===== config.mk =====
export PLATFORM = sky130hd
export DESIGN_NAME = btx_finish_flat
export DESIGN_NICKNAME = d
export VERILOG_FILES = /design/src/rtl/core/binary_threshold_xnor_dot_engine_top_assert.svh /design/src/rtl/core/btx_pkg.sv /design/src/rtl/core/btx_if.sv /design/src/rtl/core/btx_finish.sv /design/src/flat_wrapper.sv
export SDC_FILE = /design/constraint.sdc
export NUM_CORES = 1
export LEC_CHECK = 0
export ABC_AREA = 1
export BUFFER_PORTS_ARGS = -buffer_cell sky130_fd_sc_hd__buf_2
export CAP_MARGIN = 10
export CORE_MARGIN = 5
export CORE_UTILIZATION = 31
export DETAILED_ROUTE_END_ITERATION = 16
export GPL_ROUTABILITY_DRIVEN = 0
export PLACE_DENSITY_LB_ADDON = 0.12
export SYNTH_ARGS = -nofsm -noshare
export SYNTH_HDL_FRONTEND = slang
export SYNTH_SLANG_ARGS = --single-unit
export TNS_END_PERCENT = 30

===== constraint.sdc =====
create_clock -name clock -period 13.77 [get_ports clock]
set_input_delay 0.6885 -clock clock [delete_from_list [all_inputs] [get_ports clock]]
set_output_delay 0.6885 -clock clock [all_outputs]
set_load 0.02 [all_outputs]

===== src/rtl/core/binary_threshold_xnor_dot_engine_top_assert.svh =====
// Assertion macros for the binary threshold xnor dot engine.
`ifndef BINARY_THRESHOLD_XNOR_DOT_ENGINE_TOP_ASSERT_SVH
`define BINARY_THRESHOLD_XNOR_DOT_ENGINE_TOP_ASSERT_SVH
`ifndef ASSERT_OFF
// Property that must hold at every clock edge outside reset.
`define BTX_ASSERT(label, clk, rst, prop) \
   label: assert property (@(posedge clk) disable iff (rst) (prop)) \
      else $error("%m: assertion failed");
// Condition that, once seen, must be followed by a consequence.
`define BTX_ASSERT_IMPL(label, clk, rst, ante, cons) \
   label: assert property (@(posedge clk) disable iff (rst) (ante) |-> (cons)) \
      else $error("%m: implication failed");
`else
`define BTX_ASSERT(label, clk, rst, prop)
`define BTX_ASSERT_IMPL(label, clk, rst, ante, cons)
`endif
`endif


===== src/rtl/core/btx_pkg.sv =====
// Shared constants, codes and types of the binary threshold xnor dot engine.
`timescale 1ns / 1ps
`default_nettype none
package btx_pkg;

   // Sizing of the engine
   localparam int MAX_CHANNELS  = 16;
   localparam int MAX_PATCH_LEN = 1024;

   // Fixed field widths
   localparam int OPC_W      = 2;
   localparam int CHAN_W     = 6;
   localparam int POS_W      = 10;
   localparam int VAL_W      = 8;
   localparam int COEF_W     = 16;
   localparam int RES_W      = 32;
   localparam int CFG_IDX_W  = 2;
   localparam int CFG_DATA_W = 7;

   // Derived widths
   localparam int CH_W   = (MAX_CHANNELS > 1) ? $clog2(MAX_CHANNELS) : 1;
   localparam int USED_W = $clog2(MAX_CHANNELS + 1);
   localparam int ADDR_W = (MAX_PATCH_LEN > 1) ? $clog2(MAX_PATCH_LEN) : 1;
   localparam int CNT_W  = $clog2(MAX_PATCH_LEN + 1);
   localparam int ACC_W  = CNT_W + 1;
   localparam int PROD_W = ACC_W + COEF_W;
   localparam int SUM_W  = PROD_W + 1;
   localparam int TW_W   = VAL_W + 1;

   // Reset value of the channel count register
   localparam logic [CFG_DATA_W-1:0] CHANNELS_RESET = CFG_DATA_W'(16);

   // Q8 unity, used when scaling is off
   localparam logic signed [COEF_W-1:0] Q8_ONE = COEF_W'(256);

   // Saturation bounds of the result
   localparam logic signed [63:0] RES_MAX = 64'sh0000_0000_7FFF_FFFF;
   localparam logic signed [63:0] RES_MIN = -64'sh0000_0000_8000_0000;

   typedef enum logic [OPC_W-1:0] {
      OPC_LOAD_THR   = 2'd0,
      OPC_LOAD_SCALE = 2'd1,
      OPC_ELEMENT    = 2'd2
   } opcode_type;

   typedef enum logic [CFG_IDX_W-1:0] {
      REG_CHANNELS  = 2'd0,
      REG_SCALE_EN  = 2'd1,
      REG_RELU_EN   = 2'd2
   } reg_index_type;

   // Broadcast from the control section to every cell
   typedef struct packed {
      logic                     thr_wr;
      logic                     coef_wr;
      logic [CHAN_W-1:0]        ld_channel;
      logic [ADDR_W-1:0]        wr_addr;
      logic signed [VAL_W-1:0]  thr;
      logic                     wbit;
      logic signed [COEF_W-1:0] scale;
      logic signed [COEF_W-1:0] shift;
      logic                     rd_en;
      logic [ADDR_W-1:0]        rd_addr;
      logic                     s1_accum;
      logic                     s1_last;
      logic signed [VAL_W-1:0]  s1_value;
      logic                     load_chain;
      logic                     shift_chain;
      logic [USED_W-1:0]        used;
   } bcast_type;

   // One slot of the result shift chain
   typedef struct packed {
      logic                     valid;
      logic                     last;
      logic [CHAN_W-1:0]        ch;
      logic signed [ACC_W-1:0]  acc;
      logic signed [COEF_W-1:0] scale;
      logic signed [COEF_W-1:0] shift;
   } slot_type;

   // Multiply stage of the finish unit
   typedef struct packed {
      logic                     valid;
      logic                     last;
      logic [CHAN_W-1:0]        ch;
      logic signed [PROD_W-1:0] prod;
      logic signed [COEF_W-1:0] shift;
   } mul_type;

endpackage
`default_nettype wire


===== src/rtl/core/btx_if.sv =====
// Request, response and register write channel interfaces.
`timescale 1ns / 1ps
`default_nettype none


interface btx_rsp_if import btx_pkg::*; ();
   logic                    valid;
   logic                    ready;
   logic [CHAN_W-1:0]       out_channel;
   logic signed [RES_W-1:0] value;
   logic                    last_of_run;

   modport source (output valid, out_channel, value, last_of_run, input ready);
   modport sink   (input valid, out_channel, value, last_of_run, output ready);
endinterface

`default_nettype wire


===== src/rtl/core/btx_finish.sv =====
// Finish unit: scale, shift, saturate and ReLU, then the response register.
`timescale 1ns / 1ps
`default_nettype none
module btx_finish import btx_pkg::*; (
   input  wire logic     clock,
   input  wire logic     reset,
   input  wire slot_type head,
   input  wire logic     scale_en,
   input  wire logic     relu_en,
   output logic          head_take,
   btx_rsp_if.source     rsp
);

   mul_type                  mul_ff, mul_in;
   logic signed [COEF_W-1:0] mult;
   logic signed [SUM_W-1:0]  sum;
   logic signed [63:0]       wide;
   logic signed [63:0]       sat;
   logic                     out_v_ff;
   logic [CHAN_W-1:0]        out_ch_ff;
   logic signed [RES_W-1:0]  out_val_ff;
   logic                     out_last_ff;
   logic                     out_rdy, mul_rdy;

   // Backpressure through the two stages
   assign out_rdy   = !out_v_ff || rsp.ready;
   assign mul_rdy   = !mul_ff.valid || out_rdy;
   assign head_take = head.valid && mul_rdy;

   // Multiply stage: acc times scale, or times one in Q8
   assign mult = scale_en ? head.scale : Q8_ONE;

   always_comb begin
      mul_in       = mul_ff;
      if (mul_rdy) begin
         mul_in.valid = head.valid;
         mul_in.last  = head.last;
         mul_in.ch    = head.ch;
         mul_in.prod  = head.acc * mult;
         mul_in.shift = scale_en ? head.shift : '0;
      end
   end

   // Add, saturate to 32 bits, clamp negatives when ReLU is on
   assign sum  = mul_ff.prod + mul_ff.shift;
   assign wide = 64'(sum);

   always_comb begin
      sat = wide;
      if (wide > RES_MAX) begin
         sat = RES_MAX;
      end else if (wide < RES_MIN) begin
         sat = RES_MIN;
      end
      if (relu_en && sat < 0) begin
         sat = '0;
      end
   end

   always_ff @(posedge clock) begin
      if (reset) begin
         mul_ff   <= '0;
         out_v_ff <= 1'b0;
      end else begin
         mul_ff <= mul_in;
         if (out_rdy) begin
            out_v_ff <= mul_ff.valid;
         end
      end
   end

   always_ff @(posedge clock) begin
      if (out_rdy && mul_ff.valid) begin
         out_ch_ff   <= mul_ff.ch;
         out_val_ff  <= sat[RES_W-1:0];
         out_last_ff <= mul_ff.last;
      end
   end

   assign rsp.valid       = out_v_ff;
   assign rsp.out_channel = out_ch_ff;
   assign rsp.value       = out_val_ff;
   assign rsp.last_of_run = out_last_ff;

endmodule
`default_nettype wire


===== src/flat_wrapper.sv =====
// flat-port wrapper written by rule: the top's interface ports become plain ports
module btx_finish_flat import btx_pkg::*;
  (clock, reset, head, scale_en, relu_en, head_take, rsp_valid, rsp_out_channel, rsp_value, rsp_last_of_run, rsp_ready);
  btx_rsp_if rsp_i ();
  input  wire logic clock;
  input  wire logic reset;
  input  wire slot_type head;
  input  wire logic scale_en;
  input  wire logic relu_en;
  output logic head_take;
  output wire logic [$bits(rsp_i.valid)-1:0] rsp_valid;
  output wire logic [$bits(rsp_i.out_channel)-1:0] rsp_out_channel;
  output wire logic [$bits(rsp_i.value)-1:0] rsp_value;
  output wire logic [$bits(rsp_i.last_of_run)-1:0] rsp_last_of_run;
  input wire logic [$bits(rsp_i.ready)-1:0] rsp_ready;
  assign rsp_valid = rsp_i.valid;
  assign rsp_out_channel = rsp_i.out_channel;
  assign rsp_value = rsp_i.value;
  assign rsp_last_of_run = rsp_i.last_of_run;
  assign rsp_i.ready = rsp_ready;
  btx_finish u_core (.clock(clock), .reset(reset), .head(head), .scale_en(scale_en), .relu_en(relu_en), .head_take(head_take), .rsp(rsp_i));
endmodule

==> results of run 1 <==
[layout make-up]
cell class / instances / area (um^2)
inverters: 476 / 1790
clock buffers: 10 / 229
fillers: 4602 / 27400
clock inverters: 6 / 73.8
diodes: 1 / 2.50
multi-input cells: 1229 / 8850
repair buffers: 99 / 500
well taps: 539 / 674
flip-flops and latches: 90 / 2170
[worst reg2reg max path: stages, from the launching register on]
cell	delay (ns)
sky130_fd_sc_hd__dfxtp_1	0.70
sky130_fd_sc_hd__ha_1	0.46
sky130_fd_sc_hd__nand2_2	0.14
sky130_fd_sc_hd__inv_1	0.06
sky130_fd_sc_hd__a21oi_2	0.17
sky130_fd_sc_hd__nand2_1	0.11
sky130_fd_sc_hd__a21oi_1	0.21
sky130_fd_sc_hd__nand2_1	0.09
sky130_fd_sc_hd__nand2_2	0.09
sky130_fd_sc_hd__nand3_4	0.28
sky130_fd_sc_hd__nand2_1	0.18
sky130_fd_sc_hd__inv_1	0.06
[layer usage]
metal  part of all wire  wire length, um  GRT usage
met1               0.47            17500      0.231
met2               0.47            17400      0.280
met3              0.040             1480     0.0234
met4              0.014              510     0.0305
met5                  0                0          0
[worst max path at each step]
stage	to	depth (start not counted)	from
final	u_core.mul_ff[41]	20	scale_en
after global routing	u_core.mul_ff[41]	20	scale_en
after CTS	u_core.mul_ff[41]	20	scale_en
after detailed placement	u_core.mul_ff[41]	20	scale_en
after global placement	u_core.mul_ff[41]	21	scale_en
after floorplan	u_core.mul_ff[39]	24	scale_en
[kinds of logic (layout without fill, tap and decap cells)]
family,Yosys count,after routing,synth area share
flops,90,90,0.168
compound gates,97,97,0.0399
simple gates,841,841,0.264
xor+xnor,25,25,0.0169
fa+ha+maj,266,266,0.361
other cells,0,1,0
buf+inv,513,591,0.151
[power by group]
| part | internal [mW] | total (mW) | switching (mW) |
|---|---|---|---|
| clock | 0.143 | 0.256 | 0.113 |
| combinational | 0.608 | 1.72 | 1.12 |
| sequential | 0.340 | 0.366 | 0.0259 |
| total | 1.09 | 2.35 | 1.26 |
[state kept, by name (all words and copies together) (netlist names)]
name and cells:
u_core.mul_ff 52, u_core.rsp.value 30, u_core.rsp.out_channel 6, u_core.rsp.last_of_run 1
u_core.rsp.valid 1
[stage by stage]
| stage | cell area (um^2) | cells | util | hold slack (ns) |
|---|---|---|---|---|
| 3_5_place_dp | 14000 | 2433 | 0.336 | 0.417 |
| 5_1_grt | 14300 | 2450 | 0.343 | 0.442 |
| 6_report | 14300 | 2450 | 0.343 | 0.431 |
| 4_1_cts | 14300 | 2449 | 0.343 | 0.434 |
| 2_1_floorplan | 13000 | 1832 | - | 0.409 |
| 3_3_place_gp | 14000 | 2433 | 0.336 | 0.412 |
[cells in the final DEF, fill, tap and decap left out, types with 8 or more instances in the layout]
cell and n:
sky130_fd_sc_hd__clkbuf_16 9, sky130_fd_sc_hd__a21oi_1 56, sky130_fd_sc_hd__edfxtp_1 37, sky130_fd_sc_hd__nand4_1 21, sky130_fd_sc_hd__nand2_2 8, sky130_fd_sc_hd__fa_1 179
sky130_fd_sc_hd__inv_2 8, sky130_fd_sc_hd__nand3_1 93, sky130_fd_sc_hd__nand2_1 507, sky130_fd_sc_hd__nor2_1 190, sky130_fd_sc_hd__buf_2 97, sky130_fd_sc_hd__xor2_1 22
sky130_fd_sc_hd__o21ai_0 29, sky130_fd_sc_hd__inv_1 463, sky130_fd_sc_hd__dfxtp_1 53, sky130_fd_sc_hd__ha_1 87
[cell usage after synthesis]
| cell type | instances |
|---|---|
| sky130_fd_sc_hd__nand2_1 | 507 |
| sky130_fd_sc_hd__inv_1 | 463 |
| sky130_fd_sc_hd__nor2_1 | 190 |
| sky130_fd_sc_hd__fa_1 | 179 |
| sky130_fd_sc_hd__nand3_1 | 93 |
| sky130_fd_sc_hd__ha_1 | 87 |
| sky130_fd_sc_hd__a21oi_1 | 57 |
| sky130_fd_sc_hd__dfxtp_1 | 53 |
| sky130_fd_sc_hd__edfxtp_1 | 37 |
| sky130_fd_sc_hd__clkbuf_1 | 32 |
| sky130_fd_sc_hd__o21ai_0 | 29 |
| sky130_fd_sc_hd__xor2_1 | 22 |
| sky130_fd_sc_hd__nand4_1 | 21 |
| sky130_fd_sc_hd__nand2_2 | 8 |
| sky130_fd_sc_hd__inv_2 | 7 |
| sky130_fd_sc_hd__clkinv_1 | 6 |
| sky130_fd_sc_hd__and2_1 | 5 |
| sky130_fd_sc_hd__nor3_1 | 5 |
| sky130_fd_sc_hd__o21bai_1 | 5 |
| sky130_fd_sc_hd__nor2_2 | 4 |
| sky130_fd_sc_hd__xnor2_1 | 3 |
| sky130_fd_sc_hd__a31o_2 | 2 |
| sky130_fd_sc_hd__buf_4 | 2 |
| sky130_fd_sc_hd__nand3_2 | 2 |
| sky130_fd_sc_hd__nand3b_1 | 2 |
| sky130_fd_sc_hd__o211ai_1 | 2 |
| sky130_fd_sc_hd__a21o_1 | 1 |
| sky130_fd_sc_hd__a21oi_2 | 1 |
| sky130_fd_sc_hd__and2_4 | 1 |
| sky130_fd_sc_hd__buf_1 | 1 |
| sky130_fd_sc_hd__buf_6 | 1 |
| sky130_fd_sc_hd__buf_8 | 1 |
| sky130_fd_sc_hd__nand3_4 | 1 |
| sky130_fd_sc_hd__nor2_4 | 1 |
| sky130_fd_sc_hd__nor3_2 | 1 |
==> flow_summary.ini, run 1 <==
[synth]
synth-seq-cells = 90
synth_seq_area_share = 0.168
syn_inst = 1832
yosys_warnings = 0
synth.lib_cells_used.distinct = 35
syn-mean-instance-area_um2 = 7.07
yosysTopAreaCellShare = 0.277
synth.area.top_cells = sky130_fd_sc_hd__fa_1 28%, sky130_fd_sc_hd__nand2_1 15%, sky130_fd_sc_hd__inv_1 13%
synth.largest_area_cell = sky130_fd_sc_hd__fa_1
synth.cell_area_um2 = 13000
synth_nets = 2155

[setup_path]
endpoint_kind = flip-flop
worst-endpoint-required_ns = 14.02
crit-reg2reg-capture = u_core.rsp.value[3]
path_delay_family = adder cells
critical_path.slowest_cell = sky130_fd_sc_hd__fa_1
buffers_plus_inverters_on_the_worst_setup_path = 6
worst_r2r_startpoint = u_core.mul_ff[15]
path_cells = buf_2, nand2_1, nor2_1, fa_1, fa_1, inv_1, fa_1, inv_1, fa_1, inv_1, fa_1, inv_1, ha_1, nand2_1, nor3_1, nand3_1, nand4_1, nand3_1, nand2_1, inv_1
cp_slowest_stage_delay_ns = 0.73
r2r_setup_slack_ns = 10.97
arrival_time_of_the_worst_setup_path_ns = 6.58
cp_max_fo = 32
worst_setup_path_start_kind = input port
r2r.worst_path.cells = 11
crit_type = in2reg

[power]
p_per_area_nw_per_um2 = 164
p_leak_nw = 8.01
irDropWorstVdd_mv = 0.0808
p_total_mw = 2.35

[timing]
worst_slew_margin_rel = 0.224
fmaxAchievable_mhz = 158
period_needed_ns = 6.32
final_slew_viol_count = 0
setup_total_negative_slack_ns = 0
finalSetupViolations = 0
rsz0062_at_grt = false
setup_ws_ns = 7.45
timing_worst_slew_pin_value_ns = 1.16
skew_ns = 0.0171
period_share = 0.459
finalHoldViolCount = 0

[route]
drt_pre_antenna_iters = 6
drt-total-wl_mm = 36.9
detailroute.via_count = 11000
drt_iter0_markers = 600
drc = 0
detail-route-antenna-nets = 0
via_per_inst = 4.49
routed_wire_length_per_instance_um = 15.1

[global_route]
grt_usage = 0.166
antenna_found_initial = 1
grt_pass1_wl_mm = 61.9
overflow = 0
grt_pass1_vias = 11600
grt_start_max_net_pins = 52

[final_layout]
ratio_of_cells_with_drive_above_1_in_the_final_layout = 0.0754
layout_overhead_on_the_synthesized_area_pct = 10.2
final_net_count = 2228

[cts]
postCtsHoldBufs = 0
clk_path_buf_depth = 2
htreeDepth = 3
clock_insertion_delay_worst_skew_ns = 0.35
clk_root_buffer_cell = sky130_fd_sc_hd__clkbuf_16
cts_tree = done
clkTransAtPathRegs_ns = 0.07
cts_repair_resize_count = 0
tritoncts_num_sinks = 90
cts.repair_timing.setup_buffer_count = 0
number_of_buffers_inserted_during_clock_tree_synthesis = 9

[placed_design]
io_buffers = 97
preCtsSetupSlack_ns = 7.00
detailed_place_hpwl_mm = 31.8

[die]
core_area_um2 = 41700
start_util = 0.311
floorplan.die.width_um = 214
floorplan.die_area_um2 = 46000
fp.dieH_um = 214
rows = 75
ioPinCount = 98

[hold_path]
min_to = u_core.rsp.out_channel[5]
timing.hold.worst_path_depth = 0
hp-start = u_core.mul_ff[49]
hold_class = reg2reg

[run]
timing.max_cap.violations = 0

[run_status]
run_status = finished clean
Note: power is estimated with default switching activity, not from simulation.
==> run 2: changes to the inputs <==
Clock period 13.77 ns to 5.5 ns, I/O delays scaled along.
==> run 2 against run 1 <==
Via count grew 1.6%. Sequential share of layout area down 0.47 points. Sequential cell count stayed put. First-iteration DRC count fell by 12%. Die area is the same. Combinational power grew to 2.6 times the previous value. Worst hold slack worse by 0.23 ns. Power grew to 2.6 times the previous value. Clock power grew 150%. Largest power group unchanged.
==> flow_summary.ini, run 2 (synthesized netlist as in run 1, its figures left out) <==
[cts]
cts_tree = done
tritoncts_num_sinks = 90
number_of_buffers_inserted_during_clock_tree_synthesis = 9
clock_insertion_delay_worst_skew_ns = 0.35
clkTransAtPathRegs_ns = 0.07
clk_root_buffer_cell = sky130_fd_sc_hd__clkbuf_16
postCtsHoldBufs = 0
cts.repair_timing.setup_buffer_count = 0
clk_path_buf_depth = 2
cts_repair_resize_count = 0
htreeDepth = 3

[setup_path]
endpoint_kind = flip-flop
worstSetupStartpoint = scale_en
worst-endpoint-required_ns = 5.75
crit_type = in2reg
worst_setup_path_start_kind = input port
arrival_time_of_the_worst_setup_path_ns = 5.39
worst_r2r_startpoint = u_core.mul_ff[15]
cp_max_fo = 11

[timing]
finalSetupViolations = 0
final_slew_viol_count = 0
period_needed_ns = 5.14
timing_worst_slew_pin_value_ns = 1.17
period_share = 0.934
rsz0062_at_grt = false
worst_slew_margin_rel = 0.220
fmaxAchievable_mhz = 195
skew_ns = 0.0149
finalHoldViolCount = 0
setup_total_negative_slack_ns = 0
setup_ws_ns = 0.361

[run]
timing.max_cap.violations = 0

[route]
routed_wire_length_per_instance_um = 14.7
via_per_inst = 4.45
drt-total-wl_mm = 36.9
detailroute.via_count = 11200
drt_pre_antenna_iters = 5
drc = 0
detail-route-antenna-nets = 0
drt_iter0_markers = 527

[die]
ioPinCount = 98
rows = 75
fp.dieH_um = 214
floorplan.die.width_um = 214
start_util = 0.311
core_area_um2 = 41700
floorplan.die_area_um2 = 46000

[power]
power.sequential.fraction = 0.152
p_total_mw = 6.05
power.share.clock = 0.104
p_per_area_nw_per_um2 = 410
p_leak_nw = 8.31
comb_power_share = 0.744
power.switching_mw = 3.14
power.internal_mw = 2.91
irDropWorstVdd_mv = 0.223
p_sw_frac = 0.519

[final_layout]
antenna-diode-count = 0
layout_overhead_on_the_synthesized_area_pct = 13.8
reg_with_most_ffs = u_core.mul_ff
final_common_cell = sky130_fd_sc_hd__nand2_1
ratio_of_cells_with_drive_above_1_in_the_final_layout = 0.105
mostFrequentLayoutCells = 507 x sky130_fd_sc_hd__nand2_1, 463 x sky130_fd_sc_hd__inv_1, 190 x sky130_fd_sc_hd__nor2_1, 179 x sky130_fd_sc_hd__fa_1, 97 x sky130_fd_sc_hd__buf_2
final_net_count = 2289
post_layout_nonfiller_instances = 2510
largest_register_ff_count = 52

[global_route]
global_route.peak_usage_layer = met2
grtUsageMet1 = 0.225
grt.met3_usage = 0.0282
grt_pass1_vias = 11600
use_met2 = 0.281
grt_start_max_net_pins = 47
overflow = 0
antenna_found_initial = 0
grt_pass1_wl_mm = 61.5
grt_usage = 0.165

[placed_design]
dp.cells = 2494
detailed_place_hpwl_mm = 32.3
io_buffers = 97
preCtsSetupSlack_ns = 0.0240

[hold_path]
hold_class = in2reg
hp-start = head[50]

[run_status]
run_status = finished clean
run 2: critical path, stage by stage:
cell	delay, ns
sky130_fd_sc_hd__buf_2	0.11
sky130_fd_sc_hd__buf_4	0.14
sky130_fd_sc_hd__nand2_1	0.05
sky130_fd_sc_hd__buf_4	0.17
sky130_fd_sc_hd__nor2_1	0.27
sky130_fd_sc_hd__inv_1	0.11
sky130_fd_sc_hd__fa_1	0.54
sky130_fd_sc_hd__inv_1	0.05
sky130_fd_sc_hd__fa_1	0.54
sky130_fd_sc_hd__fa_1	0.46
sky130_fd_sc_hd__fa_1	0.54
sky130_fd_sc_hd__inv_1	0.05
sky130_fd_sc_hd__fa_1	0.53
sky130_fd_sc_hd__inv_1	0.04
sky130_fd_sc_hd__ha_1	0.36
sky130_fd_sc_hd__nand2_1	0.09
sky130_fd_sc_hd__nor2_1	0.20
sky130_fd_sc_hd__inv_1	0.11
sky130_fd_sc_hd__nor2_1	0.17
sky130_fd_sc_hd__nand4_1	0.17
sky130_fd_sc_hd__nand4_1	0.14
sky130_fd_sc_hd__nand3_1	0.12
sky130_fd_sc_hd__nand2_1	0.09
sky130_fd_sc_hd__inv_1	0.04
run 2: metrics by stage:
| step | util | hold WS (ns) | instance area (um^2) |
|---|---|---|---|
| after floorplan | - | 0.409 | 13000 |
| after global placement | 0.347 | 0.411 | 14500 |
| after detailed placement | 0.347 | 0.417 | 14500 |
| after CTS | 0.354 | 0.183 | 14700 |
| after global routing | 0.354 | 0.200 | 14700 |
| final | 0.354 | 0.198 | 14700 |
run 2: worst paths after layout:
kind | end | slack (ns) | depth (start not counted)
min reg2reg | u_core.rsp.out_channel[2] | 0.43 | 0
max | u_core.mul_ff[38] | 0.36 | 24
max reg2reg | u_core.rsp.value[9] | 2.62 | 11
min | u_core.mul_ff[50] | 0.20 | 3
run 2: power groups by stage:
stage	sequential [mW]	clock (mW)	combinational (mW)
global placement	0.938	0	4.58
CTS	0.925	0.649	4.60
finish	0.920	0.628	4.50
floorplan	0.949	0	3.22
global route	0.934	0.674	5.29
detailed placement	0.940	0	4.56
run 2: layer usage:
layer,vias up,share of wire
li1,5668,-
met2,211,0.47
met1,5268,0.47
met4,0,0.013
met3,28,0.047
met5,-,0
run 2: cell type report:
class | count | area (um^2)
clock inverter | 6 | 53.8
tap | 539 | 674
sequential | 90 | 2170
timing repair buffer | 160 | 971
inverter | 476 | 1790
fill | 4587 | 26900
clock buffer | 10 | 239
multi-input combinational | 1229 | 8850
